## config.mk

```make
export PLATFORM = sky130hd
export DESIGN_NAME = serial_frame_deframer
export DESIGN_NICKNAME = d
export VERILOG_FILES = /design/src/rtl/sfd_pkg.sv /design/src/rtl/serial_frame_deframer.sv /design/src/rtl/sfd_step.sv
export SDC_FILE = /design/constraint.sdc
export NUM_CORES = 1
export LEC_CHECK = 0
export BUFFER_PORTS_ARGS = -buffer_cell sky130_fd_sc_hd__buf_4
export CORE_MARGIN = 2
export CORE_UTILIZATION = 63
export CTS_BUF_LIST = sky130_fd_sc_hd__clkbuf_2 sky130_fd_sc_hd__clkbuf_4 sky130_fd_sc_hd__clkbuf_8
export DETAILED_ROUTE_END_ITERATION = 7
export PLACE_DENSITY = 0.87
export SLEW_MARGIN = 20
export SYNTH_ARGS = -nofsm -noshare
export SYNTH_HDL_FRONTEND = slang
export SYNTH_HIERARCHICAL = 1
export SYNTH_SLANG_ARGS = --single-unit
```

## constraint.sdc

```tcl
create_clock -name clk -period 11.3 [get_ports clk]
set_clock_uncertainty 0.05 [all_clocks]
set_input_delay 2.26 -clock clk [delete_from_list [all_inputs] [get_ports clk]]
set_output_delay 2.26 -clock clk [all_outputs]
set_load 0.01 [all_outputs]
```

## src/rtl/sfd_pkg.sv

```systemverilog
`default_nettype none

package sfd_pkg;

    localparam int unsigned CNT_W = 9;

    localparam logic [15:0]      SUM_INIT       = 16'hFFFF;
    localparam logic [CNT_W-1:0] FRAME_OVERHEAD = 9'd7;
    localparam logic [15:0]      GAP_RESET      = 16'd100;
    localparam logic [CNT_W-1:0] LEN_POS        = 9'd4;
    localparam logic [CNT_W-1:0] HDR_BYTES      = 9'd5;

    localparam logic [1:0] EV_NORMAL   = 2'd0;
    localparam logic [1:0] EV_STALE    = 2'd1;
    localparam logic [1:0] EV_BOGUS    = 2'd2;
    localparam logic [1:0] EV_OVERFLOW = 2'd3;

    typedef struct packed {
        logic [CNT_W-1:0] fill_count;
        logic [7:0]       length_byte;
        logic [15:0]      running_sum;
        logic [15:0]      tail_bytes;
        logic [31:0]      last_byte_time;
    } state_t;

    typedef struct packed {
        logic [7:0]       data_byte;
        logic [CNT_W-1:0] byte_pos;
        logic             frame_end;
        logic             sum_ok;
        logic [CNT_W-1:0] frame_len;
        logic [1:0]       event_res;
    } result_t;

endpackage

`default_nettype wire

```

## src/rtl/serial_frame_deframer.sv

```systemverilog
`default_nettype none

// Channel   | Dir | Handshake          | Payload
// ----------+-----+--------------------+-----------------------------------------------
// in        | in  | in_valid/in_stall  | rx_byte[7:0], now_ms[31:0]
// out       | out | out_valid/out_stall| data_byte, byte_pos, frame_end, sum_ok,
//           |     |                    | frame_len, event_res
// cfg       | in  | cfg_we             | cfg_data[15:0] (gap limit in ms)
//
// One request per cycle sustained while the output does not stall; a request passes the input
// register, then the parser step into the result register, before out_valid rises. The parser
// step itself is combinational logic: a 32-bit subtract and compare for the gap check, a 9-bit
// length add and a 16-bit running-sum subtract. Reset clears the parser state (running sum
// to 0xFFFF), the gap limit to 100 ms and both valid flags. A stall on the output holds the
// result and backs up into in_stall only when the input register is also full.
module serial_frame_deframer #(
    parameter int unsigned BUF_BYTES = 128
) (
    input  wire  logic                     clk,
    input  wire  logic                     rst_n,
    input  wire  logic                     cfg_we,
    input  wire  logic [15:0]              cfg_data,
    input  wire  logic                     in_valid,
    output logic                           in_stall,
    input  wire  logic [7:0]               rx_byte,
    input  wire  logic [31:0]              now_ms,
    output logic                           out_valid,
    input  wire  logic                     out_stall,
    output logic [7:0]                     data_byte,
    output logic [sfd_pkg::CNT_W-1:0]      byte_pos,
    output logic                           frame_end,
    output logic                           sum_ok,
    output logic [sfd_pkg::CNT_W-1:0]      frame_len,
    output logic [1:0]                     event_res
);
    import sfd_pkg::*;

    localparam logic [CNT_W-1:0] BufLen = CNT_W'(BUF_BYTES);

    logic [15:0] gap_limit_reg;

    // input register
    logic        in_vld_reg;
    logic        in_vld_next;
    logic [7:0]  in_byte_reg;
    logic [31:0] in_time_reg;

    // parser state
    state_t      state_reg;
    state_t      state_next;

    // result register
    logic        res_vld_reg;
    logic        res_vld_next;
    result_t     res_reg;
    result_t     res_next;

    logic        in_take;
    logic        advance;
    logic        fire;

    // the result slot frees when empty or when it is being taken this cycle
    assign advance  = !res_vld_reg || !out_stall;
    assign in_stall = in_vld_reg && !advance;
    assign in_take  = in_valid && !in_stall;
    assign fire     = in_vld_reg && advance;

    sfd_step #(
        .BUF_BYTES (BUF_BYTES)
    ) u_step (
        .state_cur (state_reg),
        .gap_limit (gap_limit_reg),
        .rx_byte   (in_byte_reg),
        .now_ms    (in_time_reg),
        .state_nxt (state_next),
        .res       (res_next)
    );

    always_comb
    begin
        in_vld_next = in_vld_reg;
        if (in_take)
            in_vld_next = 1'b1;
        else if (advance)
            in_vld_next = 1'b0;

        res_vld_next = res_vld_reg;
        if (advance)
            res_vld_next = in_vld_reg;
    end

    // control and parser state
    always_ff @(posedge clk or negedge rst_n)
    begin
        if (!rst_n)
        begin
            gap_limit_reg            <= GAP_RESET;
            in_vld_reg               <= 1'b0;
            res_vld_reg              <= 1'b0;
            state_reg.fill_count     <= '0;
            state_reg.length_byte    <= '0;
            state_reg.running_sum    <= SUM_INIT;
            state_reg.tail_bytes     <= '0;
            state_reg.last_byte_time <= '0;
        end
        else
        begin
            if (cfg_we)
                gap_limit_reg <= cfg_data;
            in_vld_reg  <= in_vld_next;
            res_vld_reg <= res_vld_next;
            // advance the parser only when a byte moves into the result slot
            if (fire)
                state_reg <= state_next;
        end
    end

    // payload registers: hold while stalled
    always_ff @(posedge clk)
    begin
        if (in_take)
        begin
            in_byte_reg <= rx_byte;
            in_time_reg <= now_ms;
        end
        if (fire)
            res_reg <= res_next;
    end

    assign out_valid = res_vld_reg;
    assign data_byte = res_reg.data_byte;
    assign byte_pos  = res_reg.byte_pos;
    assign frame_end = res_reg.frame_end;
    assign sum_ok    = res_reg.sum_ok;
    assign frame_len = res_reg.frame_len;
    assign event_res = res_reg.event_res;

    // a completed frame always reports a length of at least the overhead, nothing else does
    a_frame_len: assert property (@(posedge clk) disable iff (!rst_n)
        out_valid |-> (frame_end ? (frame_len >= FRAME_OVERHEAD) :
                                   (frame_len == '0 && !sum_ok)))
        else $error("frame_len/sum_ok inconsistent with frame_end");

    // a dropped length never completes a frame
    a_bogus_no_end: assert property (@(posedge clk) disable iff (!rst_n)
        out_valid && (event_res == EV_BOGUS) |-> !frame_end)
        else $error("bogus length reported together with frame end");

    // positions stay inside the buffer
    a_pos_range: assert property (@(posedge clk) disable iff (!rst_n)
        out_valid |-> (byte_pos < BufLen))
        else $error("byte_pos outside buffer");

    // parser state changes only when a byte is processed
    a_state_hold: assert property (@(posedge clk) disable iff (!rst_n)
        !fire |=> $stable(state_reg))
        else $error("parser state changed without a byte");

    // the input register drains whenever the result slot is free and no new byte is taken
    a_drain: assert property (@(posedge clk) disable iff (!rst_n)
        in_vld_reg && advance && !in_take |=> !in_vld_reg)
        else $error("input register failed to drain");

endmodule

`default_nettype wire

```

## src/rtl/sfd_step.sv

```systemverilog
`default_nettype none

// Per-byte parser step: current state plus one byte gives next state and result.
module sfd_step #(
    parameter int unsigned BUF_BYTES = 128
) (
    input  wire sfd_pkg::state_t  state_cur,
    input  wire logic [15:0]      gap_limit,
    input  wire logic [7:0]       rx_byte,
    input  wire logic [31:0]      now_ms,
    output sfd_pkg::state_t       state_nxt,
    output sfd_pkg::result_t      res
);
    import sfd_pkg::*;

    localparam logic [CNT_W-1:0] BufLen = CNT_W'(BUF_BYTES);

    logic [31:0]      gap;
    logic             stale;
    logic [CNT_W-1:0] fill_a;
    logic             ovf;
    logic [CNT_W-1:0] pos;
    logic [CNT_W-1:0] fill_inc;
    logic [15:0]      sum_base;
    logic [15:0]      tail_base;
    logic [7:0]       len_now;
    logic [CNT_W-1:0] expected;
    logic [CNT_W:0]   pos_plus2;

    always_comb
    begin
        gap    = now_ms - state_cur.last_byte_time;
        stale  = (state_cur.fill_count != '0) && (gap > {16'd0, gap_limit});
        fill_a = stale ? '0 : state_cur.fill_count;
        ovf    = (fill_a >= BufLen);
        pos    = ovf ? '0 : fill_a;

        sum_base  = (pos == '0) ? SUM_INIT : state_cur.running_sum;
        tail_base = (pos == '0) ? 16'd0 : state_cur.tail_bytes;
        len_now   = (pos == LEN_POS) ? rx_byte : state_cur.length_byte;
        fill_inc  = pos + 1'b1;
        expected  = {1'b0, len_now} + FRAME_OVERHEAD;
        pos_plus2 = {1'b0, pos} + 10'd2;

        state_nxt.fill_count     = fill_inc;
        state_nxt.length_byte    = len_now;
        state_nxt.running_sum    = sum_base;
        state_nxt.tail_bytes     = {tail_base[7:0], rx_byte};
        state_nxt.last_byte_time = now_ms;

        res.data_byte = rx_byte;
        res.byte_pos  = pos;
        res.frame_end = 1'b0;
        res.sum_ok    = 1'b0;
        res.frame_len = '0;
        res.event_res = ovf ? EV_OVERFLOW : (stale ? EV_STALE : EV_NORMAL);

        if (fill_inc < HDR_BYTES)
        begin
            state_nxt.running_sum = sum_base - {8'd0, rx_byte};
        end
        else if (expected > BufLen)
        begin
            // drop the frame: length cannot fit the buffer
            state_nxt.fill_count = '0;
            res.event_res        = EV_BOGUS;
        end
        else
        begin
            if (pos_plus2 < {1'b0, expected})
                state_nxt.running_sum = sum_base - {8'd0, rx_byte};
            if (fill_inc == expected)
            begin
                res.frame_end        = 1'b1;
                res.sum_ok           = (state_nxt.tail_bytes == state_nxt.running_sum);
                res.frame_len        = expected;
                state_nxt.fill_count = '0;
            end
        end
    end

endmodule

`default_nettype wire

```

Yosys cells after proc, flatten, opt, wreduce, memory -nomap -nowiden
Cells that the tools add are included.
{"block": "totals", "word_cells": 64, "output_inout_bits": 32, "in_bits": 61, "ff_bits": 161}
{"block": "classes", "bitwise": 1, "muxes": 20, "eq_ne": 3, "n_reduce_logical": 14, "order_cmp": 5, "add_sub_neg": 5}
{"operator": "16-bit two-way mux", "n": 6}
{"operator": "9-bit two-way mux", "n": 5}
{"operator": "32-bit by 16-bit greater-than comparator with 1-bit output", "n": 1}
{"operator": "32-bit subtractor", "n": 1}
{"operator": "16-bit == test", "n": 1}
{"operator": "8-bit two-way mux", "n": 2}
{"operator": "16-bit by 8-bit subtractor with 16-bit output", "n": 1}
{"operator": "11-bit two-way mux", "n": 1}
{"operator": "9-bit by 2-bit adder with 10-bit output, second input constant", "n": 1}
{"operator": "10-bit by 9-bit less-than comparator with 1-bit output", "n": 1}
{"operator": "8-bit by 3-bit adder with 9-bit output, second input constant", "n": 1}
{"operator": "9-bit by 1-bit adder with 9-bit output, second input constant", "n": 1}
{"operator": "9-bit by 3-bit == test with 1-bit output, second input constant", "n": 1}
{"operator": "9-bit == test", "n": 1}
{"operator": "9-bit by 8-bit greater-or-equal comparator with 1-bit output, second input constant", "n": 1}
{"operator": "9-bit by 8-bit greater-than comparator with 1-bit output, second input constant", "n": 1}
{"operator": "9-bit logical NOT", "n": 1}
{"operator": "9-bit by 3-bit less-than comparator with 1-bit output, second input constant", "n": 1}
{"operator": "9-bit nonzero test", "n": 1}
{"operator": "2-bit two-way mux", "n": 3}
{"operator": "1-bit logical AND", "n": 4}
{"operator": "1-bit logical NOT", "n": 4}
{"operator": "1-bit two-way mux", "n": 3}
{"operator": "3-bit OR reduction", "n": 1}
{"operator": "4 further kinds", "n": 4}

Longest topological paths before layout
{"block": "depth", "depth_word": 15, "mapped_depth": 47, "depth_no_buf": 44}

Modules after synthesis
The synthesis kept the hierarchy.
{"mod": "serial_frame_deframer", "seq_area_each_um2": 4603.2, "instances": 1, "area_per_inst_um2": 6223.5, "cells_per_inst": 283}
{"mod": "sfd_step", "seq_area_each_um2": 0.0, "instances": 1, "area_per_inst_um2": 5471.5, "cells_per_inst": 810}

Worst setup path before layout
No wires, ideal clock.
{"block": "synth_timing", "kind": "reg-to-reg", "start": "reg in_time_reg[0]", "end": "reg res_reg, in the netlist sum_ok (data pin)", "arrival_ps": 8471, "path_stages_with_launch": 43, "setup_slack_ps": 2610, "t_required_ps": 11080, "n_path_buf": 3, "synth_period_minus_slack_ps": 8690, "setup_time_ps": 170, "path_cell_list": "edfxtp_1 -> inv_1 -> ha_1 -> fa_1 -> nand2b_1 -> a21oi_1 -> o21bai_1 -> a211oi_1 -> nor2_1 -> xnor2_1 -> ha_1 -> nand4_1 -> nor4_1 -> a22oi_1 -> or4_4 -> a2111oi_4 -> nand4_4 -> nor4_4 -> (+7 left out) -> inv_1 -> ha_1 -> inv_1 -> nor2_1 -> nor2_1 -> xnor2_1 -> mux2i_1 -> ha_1 -> nand4_1 -> a21oi_1 -> o311a_1 -> nand2_1 -> a41o_1 -> buf_4 -> mux2i_1 -> xnor2_1 -> or4_4 -> nor4_2"}
{"item": "from (decl)", "line": "serial_frame_deframer.sv:46", "text": "logic [31:0] in_time_reg;"}
{"item": "from (signal assigned)", "line": "serial_frame_deframer.sv:124", "text": "in_time_reg <= now_ms;"}
{"item": "to (signal assigned)", "line": "serial_frame_deframer.sv:127", "text": "res_reg <= res_next;"}
{"item": "to (decl)", "line": "serial_frame_deframer.sv:55", "text": "result_t res_reg;"}

==> results.env <==
RELATIVE_SLEW_SLACK=0.303
GRT_OVERFLOW=0
FINALNONFILLERCELLS=1346
WORST_PIN_SLEW_NS=1.05
LEAKAGE_nW=5.33
GRT_FIRST_PASS_WIRELENGTH_MICRONS=38500
AREAGROWTHSYNTHTOFINISH_PCT=6.42
FMAXACHIEVABLE_GHz=0.0967
CRIT_TYPE='reg -> reg'
DIE_AREA_SQ_UM=19100
WORSTSKEWPAIRLATENCY_NS=0.47
REQUIRED_NS=11.64
MET2_LENGTH_MICRONS=11400
INITIAL_DETAILED_ROUTING_VIOLATION_COUNT=608
CTS_HOLD_BUFFERS=0
ROUTE.MET3.WL_MICRONS=1270
HPWL_DETAILED_MICRONS=17100
DETAIL_ROUTE.VIAS_PER_CELL=5.99
VIAS=8057
HOLDCRITPATHCLASS='reg -> reg'
INITIAL_ANTENNA_VIOLATION_COUNT=0
SETUP_REPAIR_AFTER_GLOBAL_ROUTING_MISSED_ITS_MARGIN='no'
CTSROOTBUFFERMASTER='sky130_fd_sc_hd__clkbuf_8'
FF_LATCH_AREA_SQ_UM=4400
SHARE_OF_CELLS_ABOVE_DRIVE_STRENGTH_1=0.257
MAXIMUM_BUFFER_DEPTH_OF_THE_CLOCK_TREE=2
FP.DIEH_MICRONS=138
CTS.CLK_SLEW.WORST_PATHS_NS=0.09
ANTENNA_VIOLATING_NETS_POST_ROUTE=0
SYN_AVG_CELL_AREA_SQ_UM=10.6
DIEWIDTH_MICRONS=138
FINAL_WORST_PATH_CYCLE_SHARE=0.915
MET1WIRELENGTH_MICRONS=10400
ANTENNADIODECOUNT=0
SYNTH_WARNINGS=6
WORST_PATH_MOST_REPEATED_CELL='sky130_fd_sc_hd__ha_1'
SYNTHESIS.AREA_SQ_UM=11300
LARGEST_REG_FLOPS=73
ROUTED_WIRELENGTH_MICRONS=23500
DETAILEDPLACE.WORSTSLACK_NS=1.21
LAYOUT_MIN_CYCLE_TIME_NS=10.34
CRITPATHLAUNCHTYPE='flip-flop'
CTS_TREE='yes'
HTREE_LEVELS=4
DRC=0
GPL.FINAL_WEIGHTED_CONGESTION=0.923
FINAL_NETS=1235
TIMING.SETUP.TNS_NS=0
PLACEMENT.IO_BUFFERS=92
RUN_STATUS='finished, final reports clean'
WORST_IR_DROP_VDD_uV=117
CPMAXSTAGEDELAYCELL='sky130_fd_sc_hd__a41o_1'
COMBINED_AREA_OF_THE_MULTI_INPUT_LOGIC_CELLS_SQ_UM=5930
GRT_PASS1_VIAS=7854
SETUP.WORST_PATH.END_CLASS='flip-flop'
MAXSLEWVIOLCOUNT=0
POWERDENSITY_nW_PER_UM2=138
TOP_ROUTING_LAYER_IN_USE='met4'
MAXIMUM_CAPACITANCE_VIOLATIONS=0
CP.ARRIVAL_NS=10.68
GRT_USAGE=0.247
IO_PINS=93
AVGROUTEDWIREPERCELL_MICRONS=17.5
CLOCK-SINKS=161
EFFECTIVE_UTILIZATION_AT_FLOORPLAN=0.637
SETUP_VIOL=0
CRIT_PATH_MAX_INCR_DELAY_NS=0.74
CTSRESIZECOUNT=0
FLOORPLAN.CORE_AREA_SQ_UM=17800
POST_SYNTH_INST_COUNT=1069
FILL_CELLS=1367
FINAL_HOLD_VIOL_COUNT=0
ROW_COUNT=49
FIN_WS_NS=0.957
CTS_INSERTED_BUFFERS=17
DRT_FIRST_PASS_ITERS=6
POST-CTS-SETUP-BUFFERS=0
CP_MAX_FANOUT=22
DPL.CELL_COUNT=1313
GRT_MAX_DEGREE=77
## worst max-delay path, delay by kind of cell, from the launching register on
family / cells / cell delay (ns)
and+or+nand+nor: 16 / 3.42
AOI/OAI and AO/OA: 8 / 2.88
adders and majority gates: 6 / 1.66
muxes: 3 / 0.92
buffers and inverters: 3 / 0.46
xor gates and xnor gates: 3 / 0.43
DFF: 1 / 0.41
## area by class of cell
class,count,share of cell area
Multi-Input combinational cell,743,0.492
Inverter,82,0.0255
Clock buffer,17,0.0194
Timing Repair Buffer,99,0.0633
Clock inverter,15,0.0111
Tap cell,229,0.0238
Sequential cell,161,0.365
## layout by cell type (no fill, tap or decap), types with 45 or more instances in the layout
cell,n
sky130_fd_sc_hd__ha_1,68
sky130_fd_sc_hd__a21oi_1,61
sky130_fd_sc_hd__mux2_4,72
sky130_fd_sc_hd__nor2_1,73
sky130_fd_sc_hd__inv_1,82
sky130_fd_sc_hd__buf_4,98
sky130_fd_sc_hd__o21ai_0,45
sky130_fd_sc_hd__nand2_1,73
sky130_fd_sc_hd__dfrtp_1,72
sky130_fd_sc_hd__xnor2_1,55
sky130_fd_sc_hd__edfxtp_1,70
## metrics by stage
step           hold slack, ns   util  area [sq um]  total power, mW
3_5_place_dp            0.443  0.656         11700             1.25
6_report                0.461  0.678         12100             1.66
3_3_place_gp            0.432  0.656         11700             1.24
2_1_floorplan           0.398      -         11300             1.15
4_1_cts                 0.469  0.676         12000             1.66
5_1_grt                 0.480  0.678         12100             1.75
## metal layers
metal	global-route usage	vias to the layer above
met4	0.0639	0
met5	0	-
met1	0.329	3901
met2	0.418	313
met3	0.0471	39
li1	-	3804
## worst paths after layout
kind                                                from                   endpoint  slack [ns]  depth (start not counted)
worst max-delay path            state_reg[0]$_DFFE_PN0P_  state_reg[57]$_DFFE_PN1P_        0.96                         39
worst min-delay path              in_vld_reg$_DFFE_PN0P_      out_valid$_DFFE_PN0P_        0.46                          1
worst max register to register  state_reg[0]$_DFFE_PN0P_  state_reg[57]$_DFFE_PN1P_        0.96                         39
worst min register to register    in_vld_reg$_DFFE_PN0P_      out_valid$_DFFE_PN0P_        0.46                          1
max in group asynchronous                          rst_n  state_reg[58]$_DFFE_PN1P_        8.58                          3
min in group asynchronous                          rst_n  state_reg[67]$_DFFE_PN0P_        1.60                          1
## where the power goes
part,internal [mW],switching [mW],leakage [nW]
logic,0.246,0.292,3.40
clock network,0.176,0.227,0.179
registers,0.677,0.0400,1.75
(Power assumes the default switching activity.)
